--- config.mk ---
export PLATFORM = sky130hd
export DESIGN_NAME = cehpn_ram
export DESIGN_NICKNAME = d
export VERILOG_FILES = /design/src/hdl/crystal_energy_histogram_peak_norm_core_defines.svh /design/src/hdl/cehpn_ram.sv
export SDC_FILE = /design/constraint.sdc
export NUM_CORES = 1
export LEC_CHECK = 0
export ABC_CLOCK_PERIOD_IN_PS = 2300
export BUFFER_PORTS_ARGS = -buffer_cell sky130_fd_sc_hd__buf_2
export CAP_MARGIN = 5
export CORE_MARGIN = 5
export CORE_UTILIZATION = 30
export CTS_CLUSTER_SIZE = 12
export DETAILED_ROUTE_END_ITERATION = 6
export GPL_TIMING_DRIVEN = 0
export PLACE_DENSITY = 0.5
export SYNTH_ARGS = -nofsm -noshare
export SYNTH_HDL_FRONTEND = slang
export SYNTH_SLANG_ARGS = --single-unit
export TNS_END_PERCENT = 100
--- constraint.sdc ---
create_clock -name clk -period 2.3 [get_ports clk]
set_clock_uncertainty 0.2 [all_clocks]
set_input_delay 0.345 -clock clk [delete_from_list [all_inputs] [get_ports clk]]
set_output_delay 0.345 -clock clk [all_outputs]
set_load 0.01 [all_outputs]
--- src/hdl/crystal_energy_histogram_peak_norm_core_defines.svh ---
// assertion macros for the crystal energy histogram core
`ifndef CRYSTAL_ENERGY_HISTOGRAM_PEAK_NORM_CORE_DEFINES_SVH
`define CRYSTAL_ENERGY_HISTOGRAM_PEAK_NORM_CORE_DEFINES_SVH

// same-cycle implication, checked outside reset
`define CEHPN_ASSERT_IMP(label, ante, cons) \
  label: assert property (@(posedge clk) disable iff (rst) (ante) |-> (cons)) \
    else $error("cehpn same-cycle check failed");

// next-cycle implication, checked outside reset
`define CEHPN_ASSERT_NXT(label, ante, cons) \
  label: assert property (@(posedge clk) disable iff (rst) (ante) |=> (cons)) \
    else $error("cehpn next-cycle check failed");

`endif

--- src/hdl/cehpn_ram.sv ---
// generic simple dual-port ram with registered read
module cehpn_ram #(
  parameter int WIDTH = 8,
  parameter int DEPTH = 16
) (
  input  logic                                    clk,
  input  logic                                    we,
  input  logic [((DEPTH > 1) ? $clog2(DEPTH) : 1)-1:0] waddr,
  input  logic [WIDTH-1:0]                        wdata,
  input  logic [((DEPTH > 1) ? $clog2(DEPTH) : 1)-1:0] raddr,
  output logic [WIDTH-1:0]                        rdata
);

  logic [WIDTH-1:0] mem [DEPTH];

  always_ff @(posedge clk) begin
    if (we) begin
      mem[waddr] <= wdata;
    end
    rdata <= mem[raddr];
  end

endmodule

==> flow_summary.yaml <==
floorplan:
  floorplan.initialDensity_pct: 30.8
  core_region_area_sq_um: 16700
  fp.dieArea_sq_um: 19900
  row_count: 47
  ios: 26
  die_y_microns: 141
  die_w_microns: 141
timing:
  min_period_over_period_pct: 79.4
  post-route-min-period_ps: 1830
  final_hold_viol_count: 0
  rsz0062_at_grt: "false"
  tightest_slew_ps: 1140
  slew_headroom_pct: 23.5
  finalMaxSlewViolations: 0
  hold_slack_ps: 135
  fmaxAchievable_mhz: 548
  setup-tns-final_ps: 0
  final-setup-viol-count: 0
run_status:
  status: "finished, final reports clean"
cells_and_area:
  nFillCells: 1572
  drive_gt1_share_pct: 26.2
  area_growth_syn_to_layout_pct: 17.8
  num-nets-final: 293
  antenna_cells: 0
  stdcell_count: 506
  fin_util_pct: 36.3
cts:
  clock_sinks: 136
  postCtsSetupBuffers: 0
  path_clk_slew_ps: 50
  hold_buffers: 0
  tritoncts: "built"
  h-tree-depth: 4
  cts_buffer_depth: 2
  clock-root-buffer: "clkbuf_16"
  cts_resized: 0
  insertion_delay_ps: 410
  numCtsBuffers: 17
synthesis:
  syn_area_sq_um: 5150
  synth.distinct_cells: 19
  yosysWarnings: 0
  yosysTopAreaCell: "edfxtp_1"
  syn_nets: 247
  yosysTopAreaCellShare_pct: 74.7
  synth.avg_cell_area_sq_um: 22.5
  synthCells: 229
  netlist_top_cells_area: "edfxtp_1, mux4_2, mux4_1"
  yosysSeqAreaShare_pct: 77.8
  ys_seq_elements: 136
global_route:
  grt_pass1_wl_mm: 16.5
  grt_start_max_net_pins: 17
  grt_overflow_total: 0
  grt_pass1_vias: 2477
  antenna_found_initial: 0
  track_usage_pct: 12.0
min_path:
  worstHoldStart: "wdata[5]"
  min_delay_path_depth: 1
  hold_class: "input pin to register"
  whs_endpoint: "mem[5][5]"
worst_setup_path:
  crit_fanout: 6
  critical_path.startpoint_type: "input pin"
  critPathRequiredTime_ps: 2210
  path_class: "input pin to register"
  reg2reg_setup_slack_ps: 670
  r2r-start: "mem[5][0]"
  r2r_end: "rdata[0]"
  rr_worst_depth: 3
  end_kind: "register"
  cp.arrival_ps: 1740
power:
  leakagePower_nw: 2.00
  irDropWorstVdd_mv: 0.529
  p_total_mw: 5.42
  powerDensity_nw_per_um2: 894
place:
  dp_cells: 475
  gp_congestion: 0.705
  post-dp-hpwl_mm: 6.87
  port_buffers: 24
detailed_routing:
  ant_nets: 0
  drtIter0Drc: 291
  drcViolationCount: 0
  wl_mm: 10.8
  wl_per_cell_microns: 21.4
  drtPass1Iterations: 4
  via_per_inst: 4.73
  num_vias: 2392
flow_run:
  drv_cap: 0
logic make-up (layout without fill, tap and decap cells):
family	count (synthesis)	in the layout	synth area share, %
and+or+nand+nor	35	35	3.18
AOI/OAI and AO/OA	16	16	2.33
buffers and inverters	10	67	1.68
muxes	32	32	15.0
DFF	136	136	77.8
layout by cell type (no fill, tap or decap), types with 2 or more instances in the layout:
cell / n
edfxtp_1: 128
buf_2: 29
mux4_2: 18
clkbuf_16: 17
a22oi_1: 16
mux4_1: 14
nor2_1: 13
nand2_1: 9
dfxtp_1: 8
clkinv_1: 6
clkbuf_1: 5
nor3_1: 4
buf_6: 3
clkdlybuf4s25_2: 3
buf_4: 2
nand3b_1: 2
nand2b_1: 2
worst max path at each step:
stage	startpoint	end	slack (ps)	depth (start not counted)
finish	waddr[2]	mem[0][1]	470	4
floorplan	waddr[2]	mem[0][0]	260	2
global route	waddr[3]	mem[4][2]	360	3
CTS	waddr[3]	mem[4][1]	420	3
detailed placement	waddr[3]	mem[4][7]	-8	3
global placement	waddr[2]	mem[0][7]	-420	3
flip-flops by register name, indices dropped and copies added (netlist names):
name,flops
rdata,8
mem,128
power breakdown:
group          leakage [nW]  total (mW)  internal, mW  switching (mW)
clock                 0.243        2.36          1.45           0.915
combinational         0.531       0.277         0.111           0.166
sequential             1.22        2.78          2.77          0.0113
total                  2.00        5.42          4.33            1.09
area by class of cell:
type	instances	area (sq um)	share of cell area, %
repair buffers	27	138	2.27
clock buffers	22	444	7.33
flip-flops and latches	136	4000	66.0
well taps	220	275	4.54
plain buffers	10	86.3	1.42
multi-input cells	83	1060	17.4
clock inverters	8	57.6	0.949
worst max-delay path: stages:
cell    delay, ps
buf_2         110
or3b_2        530
nor3_1        430
buf_2         310
cell usage after synthesis:
library cell     count
edfxtp_1           128
mux4_2              18
a22oi_1             16
mux4_1              14
nor2_1              13
nand2_1              9
dfxtp_1              8
nor3_1               4
buf_2                3
buf_6                3
clkdlybuf4s25_2      3
nand2b_1             2
nand3b_1             2
and2_1               1
and2b_1              1
buf_4                1
nand3_1              1
nor2b_1              1
or3b_2               1
stage by stage:
| stage | setup slack [ps] | cell area (sq um) |
|---|---|---|
| after CTS | 423 | 6060 |
| after global placement | -418 | 5540 |
| after global routing | 359 | 6060 |
| final | 474 | 6060 |
| after floorplan | 262 | 5150 |
| after detailed placement | -7.96 | 5560 |
routing by layer:
| layer | part of all wire (%) | vias up | wire [microns] | GRT usage [%] |
|---|---|---|---|---|
| met1 | 49 | 1252 | 5270 | 16.8 |
| met4 | 1.0 | 0 | 109 | 3.82 |
| met5 | 0 | - | 0 | 0 |
| met2 | 45 | 66 | 4910 | 17.0 |
| met3 | 4.9 | 9 | 535 | 5.11 |
| li1 | - | 1065 | - | - |
Power figures use the tool's default switching activity.
