`config.mk`:
```
export PLATFORM = sky130hd
export DESIGN_NAME = cehpn_div
export DESIGN_NICKNAME = d
export VERILOG_FILES = /design/src/hdl/crystal_energy_histogram_peak_norm_core_defines.svh /design/src/hdl/cehpn_pkg.sv /design/src/hdl/cehpn_div.sv
export SDC_FILE = /design/constraint.sdc
export NUM_CORES = 1
export LEC_CHECK = 0
export ABC_AREA = 0
export BUFFER_PORTS_ARGS = -buffer_cell sky130_fd_sc_hd__buf_2
export CAP_MARGIN = 20
export CORE_AREA = 10 10 90 92
export DETAILED_ROUTE_END_ITERATION = 7
export DIE_AREA = 0 0 100 102
export PLACE_DENSITY_LB_ADDON = 0.1
export SKIP_CTS_REPAIR_TIMING = 1
export SKIP_LAST_GASP = 1
export SYNTH_ARGS = -nofsm -noshare
export SYNTH_HDL_FRONTEND = slang
export SYNTH_SLANG_ARGS = --single-unit
```
`constraint.sdc`:
```
create_clock -name clk -period 2.2 [get_ports clk]
set_input_delay 0.22 -clock clk [delete_from_list [all_inputs] [get_ports clk]]
set_output_delay 0.22 -clock clk [all_outputs]
set_load 0.01 [all_outputs]
```
`src/hdl/crystal_energy_histogram_peak_norm_core_defines.svh`:
```
// assertion macros for the crystal energy histogram core
`ifndef CRYSTAL_ENERGY_HISTOGRAM_PEAK_NORM_CORE_DEFINES_SVH
`define CRYSTAL_ENERGY_HISTOGRAM_PEAK_NORM_CORE_DEFINES_SVH

// same-cycle implication, checked outside reset
`define CEHPN_ASSERT_IMP(label, ante, cons) \
  label: assert property (@(posedge clk) disable iff (rst) (ante) |-> (cons)) \
    else $error("cehpn same-cycle check failed");

// next-cycle implication, checked outside reset
`define CEHPN_ASSERT_NXT(label, ante, cons) \
  label: assert property (@(posedge clk) disable iff (rst) (ante) |=> (cons)) \
    else $error("cehpn next-cycle check failed");

`endif

```
`src/hdl/cehpn_pkg.sv`:
```
// shared types and constants of the crystal energy histogram core
package cehpn_pkg;

  localparam int REQ_W   = 2;
  localparam int BINW    = 10;
  localparam int CNT_W   = 32;
  localparam int FACT_W  = 23;
  localparam int IN_W    = 56;
  localparam int OUT_W   = 72;

  // energy / 10 as multiply by reciprocal, exact for 16-bit energies
  localparam int EN_W    = 16;
  localparam logic [16:0] E_RECIP = 17'd52429;
  localparam int E_SHIFT = 19;
  localparam int EPROD_W = 33;

  // factor divider: (511 << 17) + d over 2d
  localparam int NUM_W   = 26;
  localparam int DEN_W   = 15;
  localparam logic [NUM_W-1:0] FACT_NUM = 26'd66977792;
  localparam int DIV_CNT_W = 5;

  typedef enum logic [1:0] {
    REQ_LOAD    = 2'd0,
    REQ_EVENT   = 2'd1,
    REQ_COMPUTE = 2'd2,
    REQ_READ    = 2'd3
  } req_t;

  typedef enum logic [15:0] {
    S_CLR  = 16'h0001,
    S_IDLE = 16'h0002,
    S_DEC  = 16'h0004,
    S_ADR  = 16'h0008,
    S_PTAB = 16'h0010,
    S_SLOT = 16'h0020,
    S_VCHK = 16'h0040,
    S_ZERO = 16'h0080,
    S_OP   = 16'h0100,
    S_INC  = 16'h0200,
    S_RDW  = 16'h0400,
    S_SCAN = 16'h0800,
    S_SDRN = 16'h1000,
    S_DIVS = 16'h2000,
    S_DIVW = 16'h4000,
    S_RESP = 16'h8000
  } state_t;

endpackage

```
`src/hdl/cehpn_div.sv`:
```
// restoring divider, one quotient bit per cycle
module cehpn_div (
  input  logic                        clk,
  input  logic                        rst,
  input  logic                        start,
  input  logic [cehpn_pkg::NUM_W-1:0] num,
  input  logic [cehpn_pkg::DEN_W-1:0] den,
  output logic                        done,
  output logic [cehpn_pkg::NUM_W-1:0] quot
);
  import cehpn_pkg::*;

  logic                 busy;
  logic [DIV_CNT_W-1:0] cnt;
  logic [DEN_W-1:0]     rem;
  logic [DEN_W:0]       trial;
  logic                 take;

  assign trial = {rem, quot[NUM_W-1]};
  assign take  = (trial >= {1'b0, den});

  always_ff @(posedge clk) begin
    if (rst) begin
      busy <= 1'b0;
      done <= 1'b0;
      cnt  <= '0;
    end else begin
      done <= 1'b0;
      if (start) begin
        busy <= 1'b1;
        cnt  <= '0;
      end else if (busy) begin
        cnt <= cnt + 1'b1;
        if (cnt == DIV_CNT_W'(NUM_W - 1)) begin
          busy <= 1'b0;
          done <= 1'b1;
        end
      end
    end
  end

  always_ff @(posedge clk) begin
    if (start) begin
      quot <= num;
      rem  <= '0;
    end else if (busy) begin
      quot <= {quot[NUM_W-2:0], take};
      rem  <= take ? DEN_W'(trial - {1'b0, den}) : trial[DEN_W-1:0];
    end
  end

endmodule

```
==> out/results.ini <==
[synthesis]
synth_top_area_cell=edfxtp_1
seq_area_frac_synth_pct=40.7
yosysWarnings=0
synth_common_cells=28 x nor2_1, 26 x edfxtp_1, 22 x dfxtp_1, 19 x inv_1, 18 x mux2_1
synth_edf_count=26
syn_inst=305
muxShareOfSynthArea_pct=10.8
synth.area.top_cells=edfxtp_1 26%, dfxtp_1 15%, ha_1 7.1%, mux2_1 6.8%, nor2_1 3.5%
yosysMostFrequentCell=nor2_1
synth_cell_types=57
synth.avg_cell_area_sq_um=9.84
ys_seq_elements=48
synth_top_family_by_area=compound AO/OA/AOI/OAI gates
async_reset_ff_share_pct=0
synthesis.nets=367
yosys.area_share.xor_xnor_pct=2.92
netlist_area_sq_um=3000
synth_ff_type=edfxtp_1
yosysTopAreaCellShare_pct=26.0
yosys.area_share.simple_pct=13.3
synth_compound_area_share_pct=19.5
synthAdderAreaFrac_pct=7.75

[critical_path]
cp-start-kind=flip-flop
worstSetupPathType=reg2reg
crit_path_end_kind=flip-flop
arrival_ns=2.52
crit_fanout=8
required_ns=2.42

[drt]
route.detailed.drc=0
drt_pass1_iterations=4
wire_per_inst_um=16.6
dr_wl_met3_um=545
wl_met1_um=3590
drtIter0Drc=203
routed_wl_um=8270
ant_nets=0
vias=2729
top_layer_used=met4
via_per_inst=5.49
met2_length_um=4020

[timing]
min_period_ns=2.31
relSlewSlack_pct=68.8
rsz0062_at_grt=true
setup_viol=14
finalMaxSlewViolations=0
setup_slack_ns=-0.108
hold_violations=0
skew_ns=0.00760
tightestPinTransition_ns=0.462
post-route-period-util_pct=105
fmax_mhz=433

[cells_and_area]
nets=481
antennaDiodeCount=0
areaGrowthSynthToFinish_pct=34.6
fin_area_sq_um=4040
drive_gt1_share_pct=39.3
finalNonFillerCells=497

[floorplan]
die_h_um=102
initial_utilization_pct=47.8
core_area_sq_um=6280
die_x_um=100
ios=71
row_count=29
dieArea_sq_um=10200

[power_and_ir_drop]
peakVddDrop_mv=0.354
p_leak_nw=1.76
powerDensity_nw_per_um2=652

[clock_network]
cts.path.max_buffers=2
cts_tree=yes
path_clk_slew_ns=0.10
cts_root_buffer=clkbuf_8
cts-buffers-inserted=5
h-tree-depth=2
cts_sinks=48
worst_skew_pair.late_latency_ns=0.31

[global_routing]
grt_pass1_vias=2755
gr-total-overflow=0
antenna_found_initial=0
grt_pass1_wl_um=13100
grt_usage_pct=15.5
grt_max_degree=37

[worst_hold_path]
hp-class=in2reg

[run_status]
outcome=complete, but fails checks
violations=setup timing

[flow_run]
max_cap_viol_count=0

[placed_design]
dp_slack_ns=-0.174
place_congestion=0.882
port_buffers=70
dp_cells=489
place_area_sq_um=3800
place_hpwl_um=6400

==> registers in the layout (all words and copies together) (netlist names) <==
signal and cells:
done 1, quot 26, cnt 5, busy 1
rem 15
==> per-stage QoR <==
step	power (W)	hold WS, ns	setup TNS, ns	util (%)
CTS	0.00259	0.0676	-1.18	62.4
global route	0.00278	0.0727	-2.28	64.3
global placement	0.00190	0.397	-0.383	60.6
detailed placement	0.00192	0.400	-0.881	60.6
finish	0.00264	0.0723	-0.579	64.3
floorplan	0.00157	0.292	-0.613	-
==> placed cells by master (no fill, tap or decap), drive strengths merged, types with 5 or more instances in the layout <==
cell type	synthesis	routed
buf	6	125
nor2	28	28
mux2	27	27
edfxtp	26	26
dfxtp	22	22
inv	20	20
nand2	17	17
ha	17	17
nand3	15	15
a21oi	14	14
a311oi	14	14
o21ai	13	13
xor2	6	6
nand4	5	5
clkbuf	12	5
a211oi	5	5
==> cell type report <==
type / count / area [sq um]
tap: 77 / 96.3
clock inverter: 3 / 47.5
inverter: 20 / 75.1
sequential: 48 / 1220
clock buffer: 5 / 68.8
timing repair buffer: 125 / 774
multi-input combinational: 219 / 1760
fill: 535 / 2240
==> metal layers <==
metal / vias to the layer above / global-route usage (%)
met2: 82 / 26.2
met5: - / 0
met3: 8 / 3.71
met4: 0 / 4.35
met1: 1275 / 19.2
li1: 1364 / -
==> critical path, stage by stage, from the launching register on <==
cell	delay, ns
dfxtp_1	0.33
ha_1	0.34
nand2_1	0.09
a2111o_1	0.45
a31oi_4	0.20
o2111ai_4	0.18
buf_6	0.19
a2111o_1	0.36
o311ai_1	0.07
==> where the power goes <==
group | total [W] | switching (W) | internal (W)
Combinational | 0.000874 | 0.000456 | 0.000418
Sequential | 0.00109 | 0.0000465 | 0.00104
Clock | 0.000674 | 0.000331 | 0.000343
Total | 0.00264 | 0.000834 | 0.00180
==> kinds of logic (layout without fill, tap and decap cells) <==
family                   Yosys count  count (layout)
AO/OA/AOI/OAI                     77              77
XOR/XNOR                          10              10
adder cells (fa/ha/maj)           18              18
buffers and inverters             38             153
flip-flops                        48              48
multiplexers                      29              29
AND/OR/NAND/NOR                   85              85
==> path summary, 6_finish.rpt <==
kind	startpoint	end	slack [ns]	cells past startpoint
worst max-delay path	rem[4]$_SDFFE_PP0P_	rem[1]$_SDFFE_PP0P_	-0.11	8
worst min-delay path	rst	busy$_SDFF_PP0_	0.07	2
worst max register to register	rem[4]$_SDFFE_PP0P_	rem[1]$_SDFFE_PP0P_	-0.11	8
worst min register to register	rem[13]$_SDFFE_PP0P_	rem[14]$_SDFFE_PP0P_	0.51	2
Note: power is estimated with default switching activity, not from simulation.
